$ cat src/rtl/core/simx_pkg.sv
// shared types and constants for the scanline irq, multiplier and extended ram block
// no dependencies
`default_nettype none

package simx_pkg;

   localparam logic [1:0] KIND_WRITE = 2'd0;
   localparam logic [1:0] KIND_READ  = 2'd1;
   localparam logic [1:0] KIND_TICK  = 2'd2;

   localparam logic [15:0] EXRAM_BASE  = 16'h5C00;
   localparam logic [15:0] ADDR_EXMODE = 16'h5104;
   localparam logic [15:0] ADDR_TARGET = 16'h5203;
   localparam logic [15:0] ADDR_IRQ    = 16'h5204;
   localparam logic [15:0] ADDR_MUL_A  = 16'h5205;
   localparam logic [15:0] ADDR_MUL_B  = 16'h5206;

   localparam logic [1:0] EXMODE_NT   = 2'd0;
   localparam logic [1:0] EXMODE_ATTR = 2'd1;
   localparam logic [1:0] EXMODE_RW   = 2'd2;
   localparam logic [1:0] EXMODE_RO   = 2'd3;

   localparam logic [7:0] IRQ_ENABLE_VALUE = 8'h80;

   typedef struct packed {
      logic [1:0]  kind;
      logic [15:0] address;
      logic [7:0]  write_data;
      logic        rendering;
   } req_type;

   typedef struct packed {
      logic [7:0] read_data;
      logic       irq_out;
   } rsp_type;

   typedef struct packed {
      logic       en;
      logic [7:0] data;
   } exram_wr_type;

endpackage

`default_nettype wire

$ cat src/rtl/core/simx_core.sv
// register file, bus decode, scanline counter and multiplier for one item
// depends on simx_pkg
`default_nettype none

module simx_core #(
   parameter int EXRAM_DEPTH = 1024
) (
   input  wire logic                             clock,
   input  wire logic                             reset,
   input  wire logic                             fire,
   input  simx_pkg::req_type                     item,
   input  wire logic [7:0]                       mem_rd_data,
   output simx_pkg::rsp_type                     result,
   output simx_pkg::exram_wr_type                mem_wr,
   output logic [$clog2(EXRAM_DEPTH)-1:0]        mem_wr_idx
);
   import simx_pkg::*;

   localparam int IDX_W = $clog2(EXRAM_DEPTH);

   logic [1:0]  exram_mode_ff, exram_mode_in;
   logic [7:0]  scanline_target_ff, scanline_target_in;
   logic [7:0]  irq_enable_byte_ff, irq_enable_byte_in;
   logic [7:0]  scanline_count_ff, scanline_count_in;
   logic        in_frame_ff, in_frame_in;
   logic        irq_pending_ff, irq_pending_in;
   logic        irq_level_ff, irq_level_in;
   logic [7:0]  mul_a_ff, mul_a_in;
   logic [7:0]  mul_b_ff, mul_b_in;
   logic [15:0] product_ff, product_in;
   logic [7:0]  rd;
   logic        wr_en;
   logic [7:0]  wr_data;
   logic        is_ex;
   logic [7:0]  count_inc;

   always_comb begin
      exram_mode_in      = exram_mode_ff;
      scanline_target_in = scanline_target_ff;
      irq_enable_byte_in = irq_enable_byte_ff;
      scanline_count_in  = scanline_count_ff;
      in_frame_in        = in_frame_ff;
      irq_pending_in     = irq_pending_ff;
      irq_level_in       = irq_level_ff;
      mul_a_in           = mul_a_ff;
      mul_b_in           = mul_b_ff;
      product_in         = product_ff;
      rd                 = 8'd0;
      wr_en              = 1'b0;
      wr_data            = item.write_data;
      is_ex              = item.address >= EXRAM_BASE;
      count_inc          = scanline_count_ff + 8'd1;

      case (item.kind)
         KIND_WRITE: begin
            if (is_ex) begin
               case (exram_mode_ff)
                  EXMODE_NT, EXMODE_ATTR: begin
                     wr_en   = 1'b1;
                     wr_data = in_frame_ff ? item.write_data : 8'd0;
                  end
                  EXMODE_RW: begin
                     wr_en = 1'b1;
                  end
                  default: begin
                     wr_en = 1'b0;
                  end
               endcase
            end else begin
               case (item.address)
                  ADDR_EXMODE: exram_mode_in      = item.write_data[1:0];
                  ADDR_TARGET: scanline_target_in = item.write_data;
                  ADDR_IRQ:    irq_enable_byte_in = item.write_data;
                  ADDR_MUL_A: begin
                     mul_a_in   = item.write_data;
                     product_in = {8'd0, item.write_data} * {8'd0, mul_b_ff};
                  end
                  ADDR_MUL_B: begin
                     mul_b_in   = item.write_data;
                     product_in = {8'd0, mul_a_ff} * {8'd0, item.write_data};
                  end
                  default: begin
                     product_in = product_ff;
                  end
               endcase
            end
         end
         KIND_READ: begin
            if (is_ex) begin
               // only the two cpu-access modes return the stored byte
               rd = exram_mode_ff[1] ? mem_rd_data : 8'd0;
            end else begin
               case (item.address)
                  ADDR_IRQ: begin
                     rd             = {irq_pending_ff, in_frame_ff, 6'd0};
                     irq_pending_in = 1'b0;
                     irq_level_in   = 1'b0;
                  end
                  ADDR_MUL_A: rd = product_ff[7:0];
                  ADDR_MUL_B: rd = product_ff[15:8];
                  default:    rd = 8'd0;
               endcase
            end
         end
         KIND_TICK: begin
            if (item.rendering) begin
               in_frame_in       = 1'b1;
               scanline_count_in = count_inc;
               if (count_inc == scanline_target_ff) begin
                  irq_pending_in = 1'b1;
                  if (irq_enable_byte_ff == IRQ_ENABLE_VALUE) begin
                     irq_level_in = 1'b1;
                  end
               end
            end else begin
               in_frame_in       = 1'b0;
               scanline_count_in = 8'd0;
               irq_pending_in    = 1'b0;
               irq_level_in      = 1'b0;
            end
         end
         default: begin
            rd = 8'd0;
         end
      endcase
   end

   assign result.read_data = rd;
   assign result.irq_out   = irq_level_in;
   assign mem_wr.en        = wr_en & fire;
   assign mem_wr.data      = wr_data;
   assign mem_wr_idx       = item.address[IDX_W-1:0];

   always_ff @(posedge clock) begin
      if (reset) begin
         exram_mode_ff      <= '0;
         scanline_target_ff <= '0;
         irq_enable_byte_ff <= '0;
         scanline_count_ff  <= '0;
         in_frame_ff        <= 1'b0;
         irq_pending_ff     <= 1'b0;
         irq_level_ff       <= 1'b0;
         mul_a_ff           <= '0;
         mul_b_ff           <= '0;
         product_ff         <= '0;
      end else if (fire) begin
         exram_mode_ff      <= exram_mode_in;
         scanline_target_ff <= scanline_target_in;
         irq_enable_byte_ff <= irq_enable_byte_in;
         scanline_count_ff  <= scanline_count_in;
         in_frame_ff        <= in_frame_in;
         irq_pending_ff     <= irq_pending_in;
         irq_level_ff       <= irq_level_in;
         mul_a_ff           <= mul_a_in;
         mul_b_ff           <= mul_b_in;
         product_ff         <= product_in;
      end
   end

endmodule

`default_nettype wire

$ cat config.mk
export PLATFORM = sky130hd
export DESIGN_NAME = simx_core
export DESIGN_NICKNAME = d
export VERILOG_FILES = /design/src/rtl/core/simx_pkg.sv /design/src/rtl/core/simx_core.sv
export SDC_FILE = /design/constraint.sdc
export NUM_CORES = 1
export LEC_CHECK = 0
export BUFFER_PORTS_ARGS = -buffer_cell sky130_fd_sc_hd__buf_2
export CAP_MARGIN = 30
export CORE_MARGIN = 2
export CORE_UTILIZATION = 35
export DETAILED_ROUTE_END_ITERATION = 12
export PLACE_DENSITY = 0.5
export SKIP_LAST_GASP = 1
export SYNTH_ARGS = -nofsm -noshare
export SYNTH_HDL_FRONTEND = slang
export SYNTH_SLANG_ARGS = --single-unit
$ cat constraint.sdc
create_clock -name clock -period 14.2 [get_ports clock]
set_input_delay 0 -clock clock [delete_from_list [all_inputs] [get_ports clock]]
set_output_delay 0 -clock clock [all_outputs]
set_load 0.01 [all_outputs]
==> results of run 1 <==
==> worst max path at each step <==
stage                           start              to  slack, ps  cells past startpoint
after floorplan           mul_b_ff[7]  product_ff[13]       9690                     16
after global placement        item[2]  product_ff[13]       9370                     17
after detailed placement      item[2]  product_ff[13]       9340                     17
after CTS                 mul_b_ff[6]  product_ff[13]       9380                     16
after global routing      mul_b_ff[6]  product_ff[13]       9180                     16
final                     mul_b_ff[6]  product_ff[13]       9380                     16
==> flip-flops by register name, indices dropped and copies added (netlist names) <==
signal	count
product_ff	16
irq_enable_byte_ff	8
mul_a_ff	8
mul_b_ff	8
scanline_count_ff	8
scanline_target_ff	8
exram_mode_ff	2
in_frame_ff	1
irq_level_ff	1
irq_pending_ff	1
==> metal layers <==
metal,wire length (um),global-route usage,vias up
met5,0,0,-
li1,-,-,3035
met3,527,0.0242,14
met4,305,0.0509,0
met1,9520,0.254,2958
met2,9340,0.299,85
==> power by group <==
group          total, uW  switching [uW]  internal, uW  leakage, uW
clock network        229            84.1           145     0.000148
logic               35.4            24.5          10.8      0.00328
registers            172           0.257           171     0.000491
total                436             109           328      0.00392
==> cell type report <==
cell class              count  area (um^2)
clock buffers              11          253
flip-flops and latches     61         1220
repair buffers             73          388
clock inverters             5         58.8
well taps                 275          344
inverters                 104          390
fillers                  2150        12700
multi-input cells         689         5620
==> per-stage QoR <==
step / hold slack (ps) / area [um^2] / setup WS (ps) / total power (uW)
global route: 73.6 / 8280 / 9180 / 452
detailed placement: 212 / 7960 / 9340 / 211
CTS: 31.2 / 8280 / 9380 / 443
floorplan: 91.8 / 7490 / 9690 / 194
global placement: 209 / 7950 / 9370 / 211
finish: 56.1 / 8280 / 9380 / 436
==> logic make-up after synthesis <==
kind of cell    Yosys count  synth area share
simple gates            340             0.245
compound gates          154             0.125
buf+inv                 151            0.0856
fa+ha+maj               148             0.320
flops                    61             0.163
xor+xnor                 25            0.0311
mux                      22            0.0308
==> synthesized netlist by cell type (9+ instances only) <==
cell type    n
fa_1        72
nand3_1     15
mux2i_1     14
nor2b_1     11
a21o_1       9
xnor2_1     16
nor2_1      35
a22oi_1      9
inv_1      103
nand2_1    115
ha_1        76
dfxtp_1     61
clkbuf_1    26
and2_1     107
o21ai_0     34
buf_4       15
a21oi_1     60
nor3_1      12
==> worst register-to-register path: cells and delay by family (launching register included) <==
kind / cells / cell delay, ps
xor gates and xnor gates: 1 / 160
buffers and inverters: 3 / 150
and+or+nand+nor: 2 / 630
adders and majority gates: 5 / 2450
DFF: 1 / 480
AOI/OAI and AO/OA: 5 / 810
==> impl_results.md, run 1 <==
- Avg Vias per Cell: 5.00
- I/O pins: 66
- DP Cell Count: 1201
- Setup Viol. Count Final: 0
- CTS buffer count: 9
- Max-Cap Viols: 0
- Routed WL: 19700 um
- Hold-fix buffers, CTS: 1
- # DRC: 0
- Port bufs: 65
- Fin. max-slew vios: 0
- Worst-Margin Slew: ~770 ps
- Rel. slew slack: 0.485
- Netlist Area Pre-Place: 7490 um^2
- H-tree level count: 3
- Synth top area cells: fa_1 19%, dfxtp_1 16%, ha_1 13%
- Syn nets: 1087
- Buffers and inverters on the worst path: 3
- CP max stage cell: fa_1
- Hold Path Stages: 3
- R2R Path End: product_ff[13]
- GPL Wtd Cong: 0.823
- ANT cells: 0
- Vias in the first global route: 5956
- Reg2Reg Setup Slack: about 9400 ps
- CP Capture Type: flip-flop
- Die H: 150 um
- Most common cell after layout, fill and taps aside: nand2_1
- Max Clk Rate: 207 MHz
- Worst EP required: approximately 14000 ps
- Largest net degree at the start of global routing: 55
- Initial drt markers: 311
- Most used DFF post-synth: dfxtp_1
- Max IR drop VDD: 0.0666 mV
- Worst r2r src: mul_b_ff[6]
- Leading area contributor after synthesis: fa_1
- RSZ-0062 raised after global routing: false
- Final min period: 4820 ps
- Post-cts resize count: 0
- Share of layout cells above drive strength 1: 0.119
- Post-DP HPWL: 14800 um
- P&R area growth vs syn: 10.6%
- Worst EP arrival: ~5000 ps
- Die area: 22600 um^2
- Post-synth ARST share: 0
- Post-synthesis instance total: 901
- Gr usage total: 0.183
- R2R depth: 16
- Yosys warning total: 0
- Cell chain of the critical path: nand2_1 -> fa_1 -> fa_1 -> inv_1 -> fa_1 -> inv_1 -> fa_1 -> inv_1 -> ha_1 -> o21a_1 -> o31a_1 -> or4_1 -> a221o_1 -> a21oi_1 -> xor2_1 -> a21oi_1
- Final Net Count: around 1100
- Fin. Hold Viols: 0
- Die width: 150 um
- Postcts setup bufs: 0
- CTS tree: yes
- CP startpoint kind: flip-flop
- Pwr/cell area: 52.7 nW/um^2
- Core area: 21000 um^2
- Grt ovf: 0
- WS Path Type: flip-flop to flip-flop
- Antenna Nets Post-Route: 0
- Setup TNS: 0 ps
- P_leak: 0.00392 uW
- Outcome: complete, no violations
- Cell mode on critical path: fa_1
- Post-synth EDFFs: 0
- Initial core utilization: 0.356
- Clock sink total: 61
- Hold endpoint: scanline_count_ff[1]
- Most frequent cells in the layout: 115 x nand2_1, 107 x and2_1, 103 x inv_1
- Root Driver: clkbuf_16
- Routed WL per cell: 16.2 um
- First-pass GRT wire length: between 30000 and 40000 um
- Initial antenna violation count: 0
- Finished Layout Cells: 1218
- Layout Skew: 5.88 ps
- Row count: 53
- Clock transition at path regs: 60 ps
- Min-Delay Startpoint: item[0]
- #FFs+latches synth: 61
- CP max stage delay: 540 ps
- Routed via count: ~6100
- Drt first pass iters: 4
- Maximum clock path buffer count: 2
- Clk Latency, worst-skew pair: roughly 340 ps
- Final period util: 0.340
- Post-synth top area share: 0.193
- CP delay by family, top: adder cells
- Number of library cell types mapped by synthesis: 62
- Worst-path maximum fanout: 9
- Post-synthesis sequential area ratio: 0.163
- Fin util: 0.394
- Worst hold path type: primary input to flip-flop
- Average instance area after synthesis: 8.31 um^2
(Power assumes the default switching activity.)
==> run 2: changes to the inputs <==
- PLACE_DENSITY: 0.5 -> 0.51
- clock period: 14.2 -> 4.11 ns (I/O delays scaled with it)
==> impl_results.md, run 2 (same netlist as run 1, synthesis figures left out) <==
- CTS buffer count: 9
- Routed via count: 6420
- Reg area: ~1300 um^2
- Reg2Reg Setup Slack: -220 ps
- CTS tree: yes
- Max Clk Rate: 231 MHz
- Min-Delay Startpoint: item[7]
- R2R Path End: product_ff[14]
- # DRC: 0
- Setup TNS: -1060 ps
- Worst EP arrival: 4530 ps
- Most common cell after layout, fill and taps aside: nand2_1
- Vias in the first global route: 6257
- Initial core utilization: 0.356
- Share of layout cells above drive strength 1: 0.238
- Final Net Count: 1205
- Most frequent cells in the layout: 113 x nand2_1, 101 x inv_1, 101 x and2_1
- Worst-Margin Slew: 806 ps
- First-pass GRT wire length: 33100 um
- Largest net degree at the start of global routing: 55
- Root Driver: clkbuf_16
- CP Capture Type: flip-flop
- Fillers: 2139
- Overall power: 1560 uW
- Max FFs per register: 16
- Post-placement cell area: 8710 um^2
- Final period util: 1.05
- Port bufs: 65
- Max-Cap Viols: 0
- Grt ovf: 0
- Max IR drop VDD: 0.166 mV
- Post-DP HPWL: 16600 um
- Antenna Nets Post-Route: 0
- Clock transition at path regs: roughly 60 ps
- Maximum clock path buffer count: 2
- P_leak: 0.00442 uW
- ANT cells: 0
- Drt first pass iters: 4
- Routed WL: 20700 um
- Setup Viol. Count Final: 6
- Metal-1 WL: 10100 um
- Hold endpoint: mul_b_ff[6]
- Clk Latency, worst-skew pair: 350 ps
- Clock sink total: 61
- Pwr/cell area: roughly 170 nW/um^2
- Final instance area: between 9000 and 10000 um^2
- Gr usage total: 0.190
- RSZ-0062 raised after global routing: true
- Worst r2r src: mul_b_ff[5]
- Hold Path Stages: 3
- Die area: between 20000 and 25000 um^2
- R2R depth: 18
- Layout Skew: 4.97 ps
- Worst-path maximum fanout: 5
- Routed WL per cell: 15.9 um
- WS Path Type: flip-flop to flip-flop
- Outcome: complete, but fails checks
- GPL Wtd Cong: 0.784
- Fin util: 0.440
- I/O pins: 66
- Failing checks: setup timing
- Worst hold path type: primary input to flip-flop
- Die width: ~150 um
- Multi-input logic area: 5850 um^2
- Initial drt markers: 319
- P&R area growth vs syn: 23.6%
- DR top layer: met4
- Die H: between 150 and 200 um
- H-tree level count: 3
- PnR worst setup slack: -215 ps
- Avg Vias per Cell: 4.94
- Met3 Wirelength: roughly 530 um
- Core area: 21000 um^2
- Worst EP required: 4310 ps
- Met2 wire len: 9810 um
- Rel. slew slack: 0.462
- CP startpoint kind: flip-flop
- Row count: 53
- Initial antenna violation count: 0
- Final min period: between 4000 and 5000 ps
- Register name with the most flops: product_ff
- Fin. Hold Viols: 0
- Fin. max-slew vios: 0
-- run 2: routing by layer --
metal  vias up  track usage
met5         -            0
li1       3209            -
met3        17       0.0209
met2        72        0.314
met1      3122        0.266
met4         0       0.0486
-- run 2: final cells by class --
cell class / count / area share
Clock buffer: 10 / 0.0258
Clock inverter: 6 / 0.00771
Inverter: 104 / 0.0422
Multi-Input combinational cell: 689 / 0.633
Sequential cell: 61 / 0.136
Tap cell: 275 / 0.0372
Timing Repair Buffer: 154 / 0.119
-- run 2: report_power, final --
part | leakage (uW) | switching [uW] | internal, uW
combinational | 0.00378 | 93.1 | 66.0
clock | 0.000145 | 318 | 490
sequential | 0.000499 | 0.801 | 587
total | 0.00442 | 412 | 1140
-- run 2: through the flow --
step                hold slack (ps)  std cells  setup slack, ps
detailed placement              212       1278             -225
global route                   17.4       1299             -409
finish                         6.91       1299             -215
CTS                            2.93       1295             -199
floorplan                      91.8        901            -94.7
global placement                210       1277             -175
-- run 2: timing repair --
action / 4_1_cts / 5_1_grt
endpoints found under the hold margin: 1 / 0
endpoints found under the setup margin: 7 / 8
setup buffers: 0 / 4
resized for setup: 14 / 36
hold buffers: 1 / 0
pin swaps: 10 / 19
-- run 2: worst max path at each step --
stage | startpoint | end | slack [ps] | cells after the start
2_1_floorplan | mul_b_ff[5] | product_ff[13] | -90 | 16
3_3_place_gp | mul_b_ff[4] | product_ff[15] | -180 | 16
3_5_place_dp | mul_b_ff[4] | product_ff[13] | -220 | 15
4_1_cts | mul_b_ff[5] | product_ff[13] | -200 | 16
5_1_grt | mul_b_ff[5] | product_ff[14] | -410 | 18
6_report | mul_b_ff[5] | product_ff[14] | -220 | 18
-- run 2: worst max-delay path, stage by stage (launching register included) --
cell	delay [ps]
dfxtp_4	370
nand2_4	50
fa_1	530
fa_1	510
inv_1	50
fa_1	470
inv_1	50
fa_1	480
inv_2	50
ha_4	200
buf_4	140
nand3_1	70
o211ai_1	130
buf_4	160
or4_4	460
a21oi_2	160
xnor2_1	100
mux2i_1	120
a21oi_1	70
